`config.mk`:
```
export PLATFORM = sky130hd
export DESIGN_NAME = cde_ctrl
export DESIGN_NICKNAME = d
export VERILOG_FILES = /design/src/rtl/cde_pkg.sv /design/src/rtl/cde_ctrl.sv
export SDC_FILE = /design/constraint.sdc
export NUM_CORES = 1
export LEC_CHECK = 0
export ABC_AREA = 1
export BUFFER_PORTS_ARGS = -buffer_cell sky130_fd_sc_hd__buf_4
export CAP_MARGIN = 5
export CELL_PAD_IN_SITES_DETAIL_PLACEMENT = 0
export CELL_PAD_IN_SITES_GLOBAL_PLACEMENT = 1
export CORE_UTILIZATION = 35
export DETAILED_ROUTE_END_ITERATION = 6
export GPL_TIMING_DRIVEN = 0
export PLACE_DENSITY = 0.75
export SLEW_MARGIN = 20
export SYNTH_ARGS = -nofsm -noshare
export SYNTH_HDL_FRONTEND = slang
export SYNTH_SLANG_ARGS = --single-unit
export TNS_END_PERCENT = 10
```
`constraint.sdc`:
```
create_clock -name i_clk -period 2.1 [get_ports i_clk]
set_input_delay 0.42 -clock i_clk [delete_from_list [all_inputs] [get_ports i_clk]]
set_output_delay 0.42 -clock i_clk [all_outputs]
set_load 0.05 [all_outputs]
```
`src/rtl/cde_pkg.sv`:
```
`timescale 1ns / 1ps

package cde_pkg;

    localparam int IDX_W   = 3;
    localparam int DATA_W  = 32;
    localparam int ORDER_W = 4;
    localparam int ACT_W   = 2;

    localparam logic [ORDER_W-1:0] ORDER_RESET = 4'd8;

    typedef enum logic [ACT_W-1:0] {
        ACT_LOAD_F  = 2'd0,
        ACT_LOAD_P  = 2'd1,
        ACT_LOAD_Q  = 2'd2,
        ACT_COMPUTE = 2'd3
    } t_action;

    typedef enum logic [1:0] {
        S_IDLE,
        S_ISSUE,
        S_WAIT
    } t_state;

    // Issue slot of the product loop plus the store write strobe.
    typedef struct packed {
        logic             wr_en;
        logic             issue;
        logic             first;
        logic             last_k;
        logic             last_elem;
        logic [IDX_W-1:0] i;
        logic [IDX_W-1:0] j;
        logic [IDX_W-1:0] k;
    } t_cmd;

    typedef struct packed {
        logic moved;
    } t_status;

endpackage

```
`src/rtl/cde_ctrl.sv`:
```
`timescale 1ns / 1ps

module cde_ctrl #(
    parameter int MAX_ORDER = 8
) (
    input  logic                     i_clk,
    input  logic                     i_rst_n,
    input  logic                     i_cfg_we,
    input  logic [cde_pkg::ORDER_W-1:0] i_cfg_data,
    input  logic                     i_in_valid,
    input  cde_pkg::t_action         i_in_action,
    output logic                     o_in_ready,
    output cde_pkg::t_cmd            o_cmd,
    input  cde_pkg::t_status         i_status
);
    import cde_pkg::*;

    t_state             r_state, n_state;
    logic [ORDER_W-1:0] r_order;
    logic [ORDER_W-1:0] r_n, n_n;
    logic [IDX_W-1:0]   r_i, n_i;
    logic [IDX_W-1:0]   r_j, n_j;
    logic [IDX_W-1:0]   r_k, n_k;
    logic [ORDER_W-1:0] active_n;
    logic               accept;
    logic               start;
    logic               i_last, j_last, k_last, last_elem;

    always_comb begin
        if (r_order == '0) begin
            active_n = ORDER_W'(1);
        end else if (int'(r_order) > MAX_ORDER) begin
            active_n = ORDER_W'(MAX_ORDER);
        end else begin
            active_n = r_order;
        end
    end

    assign accept    = i_in_valid && (r_state == S_IDLE);
    assign start     = accept && (i_in_action == ACT_COMPUTE);
    assign i_last    = ({1'b0, r_i} == (r_n - ORDER_W'(1)));
    assign j_last    = ({1'b0, r_j} == (r_n - ORDER_W'(1)));
    assign k_last    = ({1'b0, r_k} == (r_n - ORDER_W'(1)));
    assign last_elem = i_last && j_last;

    always_ff @(posedge i_clk) begin
        if (!i_rst_n) begin
            r_state <= S_IDLE;
            r_order <= ORDER_RESET;
            r_n     <= ORDER_W'(1);
            r_i     <= '0;
            r_j     <= '0;
            r_k     <= '0;
        end else begin
            r_state <= n_state;
            if (i_cfg_we) begin
                r_order <= i_cfg_data;
            end
            r_n <= n_n;
            r_i <= n_i;
            r_j <= n_j;
            r_k <= n_k;
        end
    end

    // Next state.
    always_comb begin
        n_state = r_state;
        case (r_state)
            S_IDLE: begin
                if (start) begin
                    n_state = S_ISSUE;
                end
            end
            S_ISSUE: begin
                if (k_last) begin
                    n_state = S_WAIT;
                end
            end
            S_WAIT: begin
                if (i_status.moved) begin
                    n_state = last_elem ? S_IDLE : S_ISSUE;
                end
            end
            default: n_state = S_IDLE;
        endcase
    end

    // Loop counters walk k inside j inside i.
    always_comb begin
        n_n = r_n;
        n_i = r_i;
        n_j = r_j;
        n_k = r_k;
        case (r_state)
            S_IDLE: begin
                if (start) begin
                    n_n = active_n;
                    n_i = '0;
                    n_j = '0;
                    n_k = '0;
                end
            end
            S_ISSUE: begin
                n_k = k_last ? '0 : r_k + IDX_W'(1);
            end
            S_WAIT: begin
                if (i_status.moved && !last_elem) begin
                    if (j_last) begin
                        n_j = '0;
                        n_i = r_i + IDX_W'(1);
                    end else begin
                        n_j = r_j + IDX_W'(1);
                    end
                end
            end
            default: begin
                n_k = '0;
            end
        endcase
    end

    // Outputs.
    always_comb begin
        o_in_ready       = 1'b0;
        o_cmd            = '0;
        o_cmd.wr_en      = accept && (i_in_action != ACT_COMPUTE);
        o_cmd.i          = r_i;
        o_cmd.j          = r_j;
        o_cmd.k          = r_k;
        o_cmd.first      = (r_k == '0);
        o_cmd.last_k     = k_last;
        o_cmd.last_elem  = last_elem;
        case (r_state)
            S_IDLE:  o_in_ready  = 1'b1;
            S_ISSUE: o_cmd.issue = 1'b1;
            S_WAIT:  o_in_ready  = 1'b0;
            default: o_in_ready  = 1'b0;
        endcase
    end

endmodule

```
==> impl_results.md <==
- Post-synthesis cell area: 1170 sq um
- CP required: 1680 ps
- Cells after Synth: 180
- Worst-path clk slew: 110 ps
- Initial core utilization: 0.378
- Final setup fails: 1
- Largest net degree at the start of global routing: 11
- Hold Path End: r_order[3]
- Syn. warnings: 0
- # diodes: 0
- Hold buffers post-CTS: 0
- Leakage: approximately 0.76 nW
- Syn avg cell area: 6.51 sq um
- Core box area: 3100 sq um
- Vias in the first global route: 1066
- DP Area: ~1400 sq um
- Slew Viols, Final: 0
- Max Cap Viol: 0
- Setup TNS: -75.5 ps
- CTS tree: yes
- Synth Area in Compound Gates: 0.0811
- Run status: finished with violations
- Worst hold path class: in2reg
- Depth of the most critical reg-to-reg path: 14
- Min-delay src: i_cfg_data[3]
- Via density: between 4 and 5
- Synth async-reset ratio: 0
- Startpoint types: register
- Post-Synth XOR/XNOR Area: 0.0224
- WS Path Type: reg2out
- Top cells by area, synth: dfxtp_1, nand2_1, inv_1
- Failing checks: setup timing
- Worst-Margin Slew: 473 ps
- Worst-path cell chain: inv_6 > ha_4 > inv_2 > nand2_1 > nand2_1 > nor2_2 > nand3_2 > nor3_2 > buf_4 > buf_8
- I/O pins: 26
- CTS Root Buffer Type: clkbuf_4
- Slowest cell on crit path: dfxtp_4
- Top_reg_cell synth: dfxtp_1
- Worst Setup SP: r_n[0]
- Crit Reg-Reg Startpoint: r_n[0]
- Largest area contributor in the netlist: dfxtp_1
- Post-synth top cells: nand2_1, inv_1, nor2_1
- Detailed-route DRC error count: 0
- Clock Latency Late Sink: 290 ps
- Worst Clk Skew: 4.00 ps
- Crit. End Element: primary output
- Fmax: about 460 MHz
- Register-to-register setup slack: around 240 ps
- Syn nets: 196
- Final hold vios: 0
- Initial DRT Pass Iterations: 4
- Setup ws final: -75.5 ps
- Combinational family with the most area after synthesis: simple AND/OR/NAND/NOR gates
- CTS H-Tree Depth: 1
- All-Layer GR Usage: 0.175
- Worst EP arrival: 1760 ps
- Row cnt: 20
- Area delta synth->final: 30.5%
- RSZ-0062 raised after global routing: yes
- Worst hold path depth: 3
- Initial DRC count: 52
- Adder-Cell Fraction of Synth Area: 0.0534
- Peak VDD IR: 0.420 mV
- Sink Count: 19
- Congestion Overflow GR: 0
- Dpl ws: -221 ps
- Clk buf depth: 2
- Yosys reg bits: 19
- Drt wl/cell: between 10 and 15 microns
- Chip width: ~60 microns
- Design area: 1530 sq um
- Die H: 59.9 microns
- RePlAce Congestion: 0.770
- Post-synth EDFFs: 0
- Slew HR: 0.685
- Num CTS Buffers: 3
- First-pass GRT wire length: 4.73 mm
- HPWL after DPL: 2.08 mm
- Port buffer count: 25
- Seq/Total Area, Yosys: 0.324
- Initial antenna violation count: 0
- DRT antenna net count: 0
- Simple-gate share of the synthesized area: 0.407
- Top-area cell type share of the netlist area: 0.324
- Routed vias: about 1200
- Drt total wl: about 2.7 mm
- Share of layout cells above drive strength 1: 0.271
- R2R Path End: r_j[1]
- Worst path max stage delay: between 300 and 400 ps
- Yosys cell types: 24
- PwrDens: approximately 970 nW/um^2
- # nets final: 231
- Most common cell in the synthesized netlist: nand2_1
- Period utilisation layout: 1.04
- Die Area: roughly 3600 sq um
- Post-layout min period: 2180 ps
- CP dominant cell by count: nand2_1
- CP Max Fanout: 4
- Post-synthesis mux area share: 0
metal layers:
layer	vias up	wire (microns)	global-route usage
li1	633	-	-
met1	518	1320	0.238
met2	14	1310	0.292
met3	2	65	0.0195
met4	0	17	0.0498
met5	-	0	0
what timing repair did:
action,in CTS,in global routing
setup endpoints to repair,3,2
hold endpoints to repair,0,0
gates resized for setup,15,1
buffers inserted,4,1
pin swaps,6,4
worst max-delay path by stage:
stage / slack [ps] / endpoint / depth (start not counted)
3_3_place_gp: -210 / o_cmd[9] / 10
5_1_grt: -230 / o_cmd[9] / 10
2_1_floorplan: 180 / o_cmd[9] / 9
6_report: -80 / o_cmd[9] / 10
4_1_cts: -130 / o_cmd[9] / 10
3_5_place_dp: -220 / o_cmd[9] / 10
cell families (layout without fill, tap and decap cells):
family	after synthesis	count (layout)
AO/OA/AOI/OAI	18	18
XOR/XNOR	3	3
adder cells (fa/ha/maj)	5	5
buffers and inverters	32	66
flip-flops	19	19
AND/OR/NAND/NOR	103	103
cell usage in the layout (no fill, tap or decap), drive strengths merged:
cell type and count:
xor2 2, nor2 24, inv 28, buf 33
a22oi 1, xnor2 1, clkbuf 5, nand3 10
ha 5, o21ai 6, nand4 5, nor3 2
or2 1, nand2 61, a211oi 1, dfxtp 19
a21oi 10
sequential cells by signal, summed over array words and instances (netlist names):
name and flops:
r_i 3, r_state 2, r_order 4, r_k 3
r_n 4, r_j 3
report_power, final:
group / total (mW) / switching (mW) / internal [mW]
sequential: 0.457 / 0.0523 / 0.405
combinational: 0.845 / 0.527 / 0.318
clock: 0.185 / 0.111 / 0.0738
total: 1.49 / 0.691 / 0.796
per-stage QoR:
step | util | total power [mW] | instances | hold WS, ps
CTS | 0.491 | 1.49 | 257 | 321
global placement | 0.456 | 1.22 | 249 | 448
detailed placement | 0.456 | 1.23 | 249 | 454
floorplan | - | 1.04 | 180 | 424
finish | 0.493 | 1.49 | 258 | 331
global route | 0.493 | 1.60 | 258 | 316
worst max-delay path: cells and delay by family, from the launching register on:
kind / cells / cell delay, ps
flip-flops: 1 / 390
adder cells (fa/ha/maj): 1 / 280
buffers and inverters: 4 / 340
AND/OR/NAND/NOR: 5 / 440
area by class of cell:
cell class	count	area, sq um
Sequential cell	19	385
Fill cell	355	1570
Inverter	28	110
Clock buffer	4	26.3
Buffer	4	30.0
Tap cell	44	55.1
Multi-Input combinational cell	129	683
Timing Repair Buffer	30	240
(Power assumes the default switching activity.)
